**src/rtl/albc_pkg.sv**
```systemverilog
// Shared types and constants of the ladder keypad press classifier.
// No dependencies; imported by the top level and its checker.
package albc_pkg;

    localparam int NBTN   = 4;
    localparam int THR_W  = 12;
    localparam int MS_W   = 16;
    localparam int CLR_W  = 9;
    localparam int KEY_W  = 3;
    localparam int CNT_W  = 16;
    localparam int ADDR_W = 5;
    localparam int DATA_W = 32;

    typedef enum logic [1:0] {
        CLS_NONE  = 2'd0,
        CLS_SHORT = 2'd1,
        CLS_LONG  = 2'd2,
        CLS_HELD  = 2'd3
    } t_press_class;

    localparam logic [KEY_W-1:0] KEY_NONE = 3'd0;
    localparam logic [KEY_W-1:0] KEY_1    = 3'd1;
    localparam logic [KEY_W-1:0] KEY_2    = 3'd2;
    localparam logic [KEY_W-1:0] KEY_3    = 3'd3;
    localparam logic [KEY_W-1:0] KEY_4    = 3'd4;

    localparam logic [2:0] REG_IDLE  = 3'd0;
    localparam logic [2:0] REG_KEY1  = 3'd1;
    localparam logic [2:0] REG_KEY2  = 3'd2;
    localparam logic [2:0] REG_KEY3  = 3'd3;
    localparam logic [2:0] REG_KEY4  = 3'd4;
    localparam logic [2:0] REG_LONG  = 3'd5;
    localparam logic [2:0] REG_HOLD  = 3'd6;
    localparam logic [2:0] REG_CLEAR = 3'd7;

    localparam logic [THR_W-1:0] RST_IDLE  = 12'd3847;
    localparam logic [THR_W-1:0] RST_KEY1  = 12'd3599;
    localparam logic [THR_W-1:0] RST_KEY2  = 12'd1862;
    localparam logic [THR_W-1:0] RST_KEY3  = 12'd1241;
    localparam logic [THR_W-1:0] RST_KEY4  = 12'd621;
    localparam logic [MS_W-1:0]  RST_LONG  = 16'd1500;
    localparam logic [MS_W-1:0]  RST_HOLD  = 16'd500;
    localparam logic [CLR_W-1:0] RST_CLEAR = 9'd300;

endpackage

```
**src/rtl/adc_ladder_button_classifier_top.sv**
```systemverilog
// Ladder keypad press classifier: decode, per-button press logic, APB registers.
// Depends on albc_pkg.
//
// Takes one word per clock cycle while o_in_ready is high. A word lands in an
// input register; once the output side is free, the key decode and the update
// of all four buttons run in one pass and the result word is registered, so
// the block sustains one word per cycle while the output side takes them. The
// button state itself is the output register for class and repeat count, so a
// stalled output holds the input stage, and o_in_ready follows i_out_ready
// combinationally once both registers are full. The user must write configuration
// over APB only while no word is in flight; the block itself does not enforce this.
module adc_ladder_button_classifier_top #(
    parameter int ADC_BITS  = 12,
    parameter int TIME_BITS = 32
) (
    input  logic                         i_clk,
    input  logic                         i_rst_n,
    input  logic                         i_in_valid,
    output logic                         o_in_ready,
    input  logic [ADC_BITS-1:0]          i_adc_sample,
    input  logic [TIME_BITS-1:0]         i_now_ms,
    output logic                         o_out_valid,
    input  logic                         i_out_ready,
    output logic [albc_pkg::KEY_W-1:0]   o_key_code,
    output logic [1:0]                   o_class_b1,
    output logic [1:0]                   o_class_b2,
    output logic [1:0]                   o_class_b3,
    output logic [1:0]                   o_class_b4,
    output logic [albc_pkg::CNT_W-1:0]   o_repeats_b1,
    output logic [albc_pkg::CNT_W-1:0]   o_repeats_b2,
    output logic [albc_pkg::CNT_W-1:0]   o_repeats_b3,
    output logic [albc_pkg::CNT_W-1:0]   o_repeats_b4,
    input  logic                         psel,
    input  logic                         penable,
    input  logic                         pwrite,
    input  logic [albc_pkg::ADDR_W-1:0]  paddr,
    input  logic [albc_pkg::DATA_W-1:0]  pwdata,
    output logic [albc_pkg::DATA_W-1:0]  prdata,
    output logic                         pready
);
    import albc_pkg::*;

    localparam int CMP_W = (ADC_BITS > THR_W) ? ADC_BITS : THR_W;

    logic [THR_W-1:0] r_thr_idle, r_thr_k1, r_thr_k2, r_thr_k3, r_thr_k4;
    logic [MS_W-1:0]  r_long, r_hold;
    logic [CLR_W-1:0] r_clear;

    logic                 r_in_valid;
    logic [ADC_BITS-1:0]  r_in_adc;
    logic [TIME_BITS-1:0] r_in_now;
    logic                 r_out_valid;
    logic [KEY_W-1:0]     r_out_key;

    logic                 r_prev_lvl [NBTN];
    logic [TIME_BITS-1:0] r_start    [NBTN];
    logic [TIME_BITS-1:0] r_mark     [NBTN];
    t_press_class         r_class    [NBTN];
    logic [CNT_W-1:0]     r_rep      [NBTN];
    logic [CLR_W-1:0]     r_clr      [NBTN];

    logic                 n_prev_lvl [NBTN];
    logic [TIME_BITS-1:0] n_start    [NBTN];
    logic [TIME_BITS-1:0] n_mark     [NBTN];
    t_press_class         n_class    [NBTN];
    logic [CNT_W-1:0]     n_rep      [NBTN];
    logic [CLR_W-1:0]     n_clr      [NBTN];

    logic [TIME_BITS-1:0] w_rep_el   [NBTN];
    logic [TIME_BITS-1:0] w_held_el  [NBTN];
    logic [NBTN-1:0]      w_pressed;
    logic [KEY_W-1:0]     w_key;
    logic [CMP_W-1:0]     w_code;
    logic                 w_out_free;
    logic                 w_move;
    logic                 w_cfg_wr;
    logic [2:0]           w_reg_idx;

    // handshake
    assign w_out_free  = !r_out_valid || i_out_ready;
    assign w_move      = r_in_valid && w_out_free;
    assign o_in_ready  = !r_in_valid || w_out_free;
    assign o_out_valid = r_out_valid;

    always_ff @(posedge i_clk) begin
        if (!i_rst_n) begin
            r_in_valid  <= 1'b0;
            r_out_valid <= 1'b0;
        end else begin
            if (o_in_ready) begin
                r_in_valid <= i_in_valid;
            end
            if (w_out_free) begin
                r_out_valid <= r_in_valid;
            end
        end
    end

    always_ff @(posedge i_clk) begin
        if (i_in_valid && o_in_ready) begin
            r_in_adc <= i_adc_sample;
            r_in_now <= i_now_ms;
        end
        if (w_move) begin
            r_out_key <= w_key;
        end
    end

    // key decode, first threshold reached wins
    assign w_code = CMP_W'(r_in_adc);

    always_comb begin
        priority if (w_code >= CMP_W'(r_thr_idle)) w_key = KEY_NONE;
        else if (w_code >= CMP_W'(r_thr_k1))       w_key = KEY_1;
        else if (w_code >= CMP_W'(r_thr_k2))       w_key = KEY_2;
        else if (w_code >= CMP_W'(r_thr_k3))       w_key = KEY_3;
        else if (w_code >= CMP_W'(r_thr_k4))       w_key = KEY_4;
        else                                       w_key = KEY_NONE;
    end

    always_comb begin
        for (int b = 0; b < NBTN; b++) begin
            w_pressed[b] = (w_key == KEY_W'(b + 1));
            w_rep_el[b]  = r_in_now - r_mark[b];
            w_held_el[b] = r_in_now - r_start[b];
        end
    end

    // per-button press classifier
    always_comb begin
        for (int b = 0; b < NBTN; b++) begin
            n_prev_lvl[b] = !w_pressed[b];
            n_start[b]    = r_start[b];
            n_mark[b]     = r_mark[b];
            n_class[b]    = r_class[b];
            n_rep[b]      = r_rep[b];
            n_clr[b]      = r_clr[b];
            if (w_pressed[b]) begin
                if (r_prev_lvl[b]) begin
                    n_start[b] = r_in_now;
                    n_mark[b]  = r_in_now;
                    n_rep[b]   = '0;
                end else if (w_rep_el[b] > TIME_BITS'(r_hold)) begin
                    n_mark[b]  = r_in_now;
                    n_class[b] = CLS_HELD;
                    n_rep[b]   = r_rep[b] + CNT_W'(1);
                end
            end else if (!r_prev_lvl[b]) begin
                n_class[b] = (w_held_el[b] > TIME_BITS'(r_long)) ? CLS_LONG : CLS_SHORT;
                n_clr[b]   = '0;
            end
            if (n_class[b] == CLS_LONG || n_class[b] == CLS_SHORT) begin
                n_clr[b] = n_clr[b] + CLR_W'(1);
                if (n_clr[b] >= r_clear) begin
                    n_class[b] = CLS_NONE;
                    n_clr[b]   = '0;
                end
            end
        end
    end

    always_ff @(posedge i_clk) begin
        if (!i_rst_n) begin
            for (int b = 0; b < NBTN; b++) begin
                r_prev_lvl[b] <= 1'b1;
                r_start[b]    <= '0;
                r_mark[b]     <= '0;
                r_class[b]    <= CLS_NONE;
                r_rep[b]      <= '0;
                r_clr[b]      <= '0;
            end
        end else if (w_move) begin
            for (int b = 0; b < NBTN; b++) begin
                r_prev_lvl[b] <= n_prev_lvl[b];
                r_start[b]    <= n_start[b];
                r_mark[b]     <= n_mark[b];
                r_class[b]    <= n_class[b];
                r_rep[b]      <= n_rep[b];
                r_clr[b]      <= n_clr[b];
            end
        end
    end

    assign o_key_code   = r_out_key;
    assign o_class_b1   = r_class[0];
    assign o_class_b2   = r_class[1];
    assign o_class_b3   = r_class[2];
    assign o_class_b4   = r_class[3];
    assign o_repeats_b1 = r_rep[0];
    assign o_repeats_b2 = r_rep[1];
    assign o_repeats_b3 = r_rep[2];
    assign o_repeats_b4 = r_rep[3];

    // APB registers
    assign pready    = 1'b1;
    assign w_cfg_wr  = psel && penable && pwrite && pready;
    assign w_reg_idx = paddr[ADDR_W-1:2];

    always_ff @(posedge i_clk) begin
        if (!i_rst_n) begin
            r_thr_idle <= RST_IDLE;
            r_thr_k1   <= RST_KEY1;
            r_thr_k2   <= RST_KEY2;
            r_thr_k3   <= RST_KEY3;
            r_thr_k4   <= RST_KEY4;
            r_long     <= RST_LONG;
            r_hold     <= RST_HOLD;
            r_clear    <= RST_CLEAR;
        end else if (w_cfg_wr) begin
            unique case (w_reg_idx)
                REG_IDLE:  r_thr_idle <= pwdata[THR_W-1:0];
                REG_KEY1:  r_thr_k1   <= pwdata[THR_W-1:0];
                REG_KEY2:  r_thr_k2   <= pwdata[THR_W-1:0];
                REG_KEY3:  r_thr_k3   <= pwdata[THR_W-1:0];
                REG_KEY4:  r_thr_k4   <= pwdata[THR_W-1:0];
                REG_LONG:  r_long     <= pwdata[MS_W-1:0];
                REG_HOLD:  r_hold     <= pwdata[MS_W-1:0];
                REG_CLEAR: r_clear    <= pwdata[CLR_W-1:0];
                default:   r_clear    <= r_clear;
            endcase
        end
    end

    always_comb begin
        unique case (w_reg_idx)
            REG_IDLE:  prdata = DATA_W'(r_thr_idle);
            REG_KEY1:  prdata = DATA_W'(r_thr_k1);
            REG_KEY2:  prdata = DATA_W'(r_thr_k2);
            REG_KEY3:  prdata = DATA_W'(r_thr_k3);
            REG_KEY4:  prdata = DATA_W'(r_thr_k4);
            REG_LONG:  prdata = DATA_W'(r_long);
            REG_HOLD:  prdata = DATA_W'(r_hold);
            REG_CLEAR: prdata = DATA_W'(r_clear);
            default:   prdata = '0;
        endcase
    end

endmodule

```
**config.mk**
```make
export PLATFORM = sky130hd
export DESIGN_NAME = adc_ladder_button_classifier_top
export DESIGN_NICKNAME = d
export VERILOG_FILES = /design/src/rtl/albc_pkg.sv /design/src/rtl/adc_ladder_button_classifier_top.sv
export SDC_FILE = /design/constraint.sdc
export NUM_CORES = 2
export LEC_CHECK = 0
export ABC_CLOCK_PERIOD_IN_PS = 8130
export BUFFER_PORTS_ARGS = -buffer_cell sky130_fd_sc_hd__clkbuf_2
export CAP_MARGIN = 20
export CORE_MARGIN = 10
export CORE_UTILIZATION = 64
export CTS_BUF_LIST = sky130_fd_sc_hd__clkbuf_4 sky130_fd_sc_hd__clkbuf_8 sky130_fd_sc_hd__clkbuf_16
export DETAILED_ROUTE_END_ITERATION = 8
export PLACE_DENSITY = 0.83
export SETUP_SLACK_MARGIN = 0.02
export SYNTH_ARGS = -nofsm -noshare
export SYNTH_HDL_FRONTEND = slang
export SYNTH_SLANG_ARGS = --single-unit
```
**constraint.sdc**
```tcl
create_clock -name i_clk -period 8.13 [get_ports i_clk]
set_input_delay 0.813 -clock i_clk [delete_from_list [all_inputs] [get_ports i_clk]]
set_output_delay 0.813 -clock i_clk [all_outputs]
set_load 0.005 [all_outputs]
```
; ---- Word level (Yosys, flattened, before mapping)
; Memories as Yosys holds them, arrays and structs flattened.
; Cells that the tools add are included.
[totals]
ramBits = 368
n_memories = 6
reg_bits = 150
word_cells = 230
inputBits = 88
output_inout_bits = 110
[op_classes]
bitwise_logic = 24
n_eq_ne = 19
order_cmp = 17
n_reduce_logical = 25
add_sub_neg = 16
muxes = 110
[memory_table]
columns = name, words, width, rd, rd_ports_with_merged_regs, wr, line_no
row1 = r_mark, 4, 32, 4, 0, 4, adc_ladder_button_classifier_top.sv:57  ; logic [TIME_BITS-1:0] r_mark [NBTN];
row2 = r_start, 4, 32, 4, 0, 4, adc_ladder_button_classifier_top.sv:56  ; logic [TIME_BITS-1:0] r_start [NBTN];
row3 = r_rep, 4, 16, 4, 0, 4, adc_ladder_button_classifier_top.sv:59  ; logic [CNT_W-1:0] r_rep [NBTN];
row4 = r_clr, 4, 9, 4, 0, 4, adc_ladder_button_classifier_top.sv:60  ; logic [CLR_W-1:0] r_clr [NBTN];
row5 = r_class, 4, 2, 4, 0, 4, adc_ladder_button_classifier_top.sv:58  ; t_press_class r_class [NBTN];
row6 = r_prev_lvl, 4, 1, 4, 0, 4, adc_ladder_button_classifier_top.sv:55  ; logic r_prev_lvl [NBTN];
[op_table]
columns = op, count
row1 = $mux W32, 28
row2 = $gt A32 B16 Y1, 8
row3 = $mux W16, 16
row4 = $pmux W32 S8, 1
row5 = $sub A32 B32 Y32, 8
row6 = $mux W9, 20
row7 = $add A16 B1 Y16 const B, 4
row8 = $mux W2, 32
row9 = $ge A12 B12 Y1, 5
row10 = $add A9 B1 Y9 const B, 4
row11 = $ge A9 B9 Y1, 4
row12 = $or A1 B1 Y1, 24
row13 = $reduce_and A2 Y1, 8
row14 = $eq A3 B3 Y1 const B, 5
row15 = $mux W3, 5
row16 = $eq A3 B2 Y1 const B, 4
row17 = $eq A2 B1 Y1 const B, 4
row18 = $eq A2 B2 Y1 const B, 4
row19 = $mux W1, 8
row20 = $eq A3 B1 Y1 const B, 2
row21 = $logic_not A1 Y1, 6
row22 = $logic_or A1 B1 Y1, 6
row23 = $logic_and A1 B1 Y1, 4
row24 = $logic_not A3 Y1, 1

; ---- Depth between registers and ports, before layout
[logic_depth]
depth_word = 13
ltp_mapped = 26

; ---- Least setup slack after synthesis
; No wires, ideal clock.
[synth_timing]
kind = register to register
start = reg r_in_now[1] (netlist name)
end = mem r_mark[3][0] (enable)
path_stages_with_launch = 22
setup_slack_ns = 1.363
arrival_ns = 6.287
setup_ns = 0.480
t_required_ns = 7.650
period_less_slack_ns = 6.767
cell_sequence = edfxtp_1 -> ha_1 -> and2b_2 -> o2111ai_1 -> a31oi_1 -> o21ai_0 -> nand2b_1 -> a211oi_1 -> nor4_1 -> nor2_1 -> xnor2_1 -> ha_1 -> nand4_1 -> a2111o_1 -> o211ai_1 -> a211o_2 -> a211oi_1 -> nand4_1 -> nor4_2 -> and3_1 -> buf_6 -> a32oi_1
[synth_rtl]
columns = element, line_no
row1 = end: declaration, adc_ladder_button_classifier_top.sv:57

==> flow_metrics.tcl <==
set metrics [dict create \
    path_clk_slew_ns 0.06 \
    synthMuxAreaShare_pct 1.36 \
    post_cts_resized 0 \
    cts_hold_buf 0 \
    min_period_over_period_pct 84.2 \
    antenna_found_initial 4 \
    tightest_slew_ns 1.25 \
    syn_inst 4680 \
    crit_path_end_kind "register" \
    synthSimpleGateAreaFrac_pct 16.4 \
    placed_cells 5585 \
    synth_top_family_by_area "compound AO/OA/AOI/OAI gates" \
    hold_depth 1 \
    r2r_start "r_in_now[0]" \
    yosysUniqueCellTypes 112 \
    timing.slew.headroom_pct 14.7 \
    wl_per_cell_um 22.9 \
    yosys.area.top_type_share_pct 29.9 \
    path_cells "inv_1 > ha_1 > inv_1 > fa_1 > a211oi_1 > o21ai_0 > a41oi_1 > o21ai_0 > xor2_1 > ha_1 > nand4_1 > nor4_1 > nor3_1 > o31ai_1 > o211ai_1 > a2111oi_0 > nand4_1 > nor4_1 > nand4_1 > a21boi_0 > a221oi_1" \
    clock-sinks 518 \
    yosysWarnings 0 \
    synth_seq_cells 518 \
    worstPathRequired_ns 8.60 \
    drc 5 \
    r2r_slack_ns 1.29 \
    viasPerCell 6.53 \
    min_to "r_in_adc[5]" \
    synth-xor-area-share_pct 5.50 \
    yosysSeqAreaShare_pct 34.8 \
    max_stage_delay_ns 1.10 \
    syn_avg_cell_area_um2 8.92 \
    drv_slew 0 \
    syn_area_um2 41700 \
    ant_nets 0 \
    syn_to_final_growth_pct 8.47 \
    max_freq_mhz 146 \
    rsz0062_at_grt "false" \
    gr-total-overflow 0 \
    dr.pass1.iters 9 \
    leakage_nw 19.2 \
    fp.dieH_um 275 \
    clock_skew_ns 0.0288 \
    cts_buffers 58 \
    path_class "reg2reg" \
    status "finished, violations left" \
    cp.buffers_inverters 2 \
    routabilityCongestion 1.00 \
    cts_setup_buffers 0 \
    dieWidth_um 275 \
    drv_cap 0 \
    final_nets 5370 \
    crit_fanout 10 \
    reg2reg_depth 21 \
    ys_top_cells_by_area "edfxtp_1 (30%), ha_1 (14%), dfxtp_1 (4.9%), nand2_1 (4.1%), a21oi_1 (4.1%)" \
    hpwl_um 95400 \
    drt-initial-drc-count 4092 \
    violations "design-rule violations" \
    layout_min_cycle_time_ns 6.84 \
    power_density_nw_per_um2 176 \
    synth_largest_area_cell "edfxtp_1" \
    wl_um 130000 \
    num_rows 93 \
    cp_top_family "compound AO/OA/AOI/OAI gates" \
    worstHoldStart "i_adc_sample[5]" \
    grt_first_pass_wirelength_um 197000 \
    synth-compound-area-share_pct 21.3 \
    synth-async-reset-ratio_pct 0 \
    root_buffer "clkbuf_16" \
    synth_most_common_cell "ha_1" \
    ir_worst_vdd_v 0.000186 \
    finalHoldViolCount 0 \
    worst_path_max_delay_cell "a2111oi_0" \
    fill_cells 5108 \
    clock_latency_ns 0.65 \
    arrival_ns 7.31 \
    synth_flop_cell "edfxtp_1" \
    finalSetupTns_ns 0 \
    synth-edff-count 415 \
    hold_class "in2reg" \
    num_io_pins 198 \
    reg2reg_to "r_class[3][0]" \
    die-area_um2 75800 \
    num_vias 37255 \
    start_kind "register" \
    grt_use_total_pct 33.3 \
    finalSetupViolCount 0 \
    synthTopCellsByCount "ha_1 (480), nand2_1 (459), inv_1 (429)" \
    port_buffers 162 \
    stdcell_count 5701 \
    cts_buffer_depth 3 \
    h-tree-depth 2 \
    synthAdderAreaFrac_pct 14.8 \
    multi_input_area_um2 24900 \
    grt_pass1_vias 34444 \
    grt_max_degree 70 \
    initial_utilization_pct 64.7 \
    drive_above_1_share_pct 8.26 \
    core-area_um2 64500 \
    layout.area.seq_um2 14500 \
    cpMostUsedCell "nand4_1" \
    cts_tree "yes" \
]
-- placed cells by master, fill, tap and decap left out, drive strengths merged, types with 24 or more instances in the layout --
master and n:
nand4 103, nand2b 34, a21oi 339, o31ai 24
nand2 460, xnor2 152, o211ai 92, buf 50
nor2b 50, o21a 56, o21ai 222, dfxtp 103
inv 430, and3 118, nor2 357, a31oi 39
a221oi 25, nand3 119, nor3 58, a21boi 67
ha 480, clkbuf 238, edfxtp 415, xor2 110
mux2i 43, a211oi 66, clkinv 28, o21bai 31
a21o 161
-- layout make-up --
| type | instances | share of cell area [%] |
|---|---|---|
| inverters | 432 | 3.58 |
| diodes | 2 | 0.0111 |
| repair buffers | 211 | 2.66 |
| clock buffers | 77 | 3.63 |
| clock inverters | 33 | 0.556 |
| well taps | 855 | 2.36 |
| flip-flops and latches | 518 | 32.1 |
| multi-input cells | 3573 | 55.1 |
-- worst reg2reg max path, delay by kind of cell (launching register included) --
kind                     cells  cell delay (ns)
adder cells (fa/ha/maj)      3             0.95
buffers and inverters        2             0.41
XOR/XNOR                     1             0.18
flip-flops                   1             0.35
AO/OA/AOI/OAI                9             3.02
AND/OR/NAND/NOR              6             1.76
-- kinds of logic after synthesis --
family / count (synthesis)
and+or+nand+nor: 1431
buffers and inverters: 604
xor gates and xnor gates: 262
adders and majority gates: 488
AOI/OAI and AO/OA: 1324
muxes: 51
other: 2
DFF: 518
-- state kept, by name, indices dropped and copies added (netlist names), 16 cells and up --
signal	count
r_clr	36
r_long	16
r_rep	64
r_hold	16
r_in_now	32
r_start	128
r_mark	128
-- metal layers --
layer	global-route usage, %	part of all wire [%]	vias up	routed length (um)
met5	0	0	-	0
met4	18.4	6.2	0	8070
met3	5.37	10	400	13100
met2	52.2	44	1912	57700
met1	43.5	40	17575	51600
li1	-	-	17368	-
-- per-stage QoR --
step | area [um^2] | util, % | power, mW | setup slack, ns | hold WS (ns)
detailed placement | 43300 | 67.2 | 5.33 | 1.41 | 0.460
global route | 45300 | 70.2 | 8.32 | 0.877 | 0.323
global placement | 43300 | 67.2 | 5.27 | 1.55 | 0.451
CTS | 45200 | 70.1 | 7.93 | 1.36 | 0.315
finish | 45300 | 70.2 | 7.98 | 1.29 | 0.341
floorplan | 41800 | - | 4.75 | 1.36 | 0.443
-- how the worst max path moves through the flow --
stage,endpoint,depth (start not counted),from,slack [ns]
6_report,r_class[3][0],21,r_in_now[0],1.29
4_1_cts,r_mark[3][19],23,r_in_now[0],1.36
2_1_floorplan,r_mark[3][0],21,r_in_now[1],1.36
3_5_place_dp,r_mark[3][17],23,r_in_now[0],1.41
5_1_grt,r_class[3][0],21,r_in_now[0],0.88
3_3_place_gp,r_mark[3][19],23,r_in_now[0],1.55
-- power by group --
group / total, mW / switching, mW / internal [mW]
registers: 3.09 / 0.0857 / 3.00
clock network: 2.63 / 1.14 / 1.49
logic: 2.26 / 1.39 / 0.871
Power figures use the tool's default switching activity.
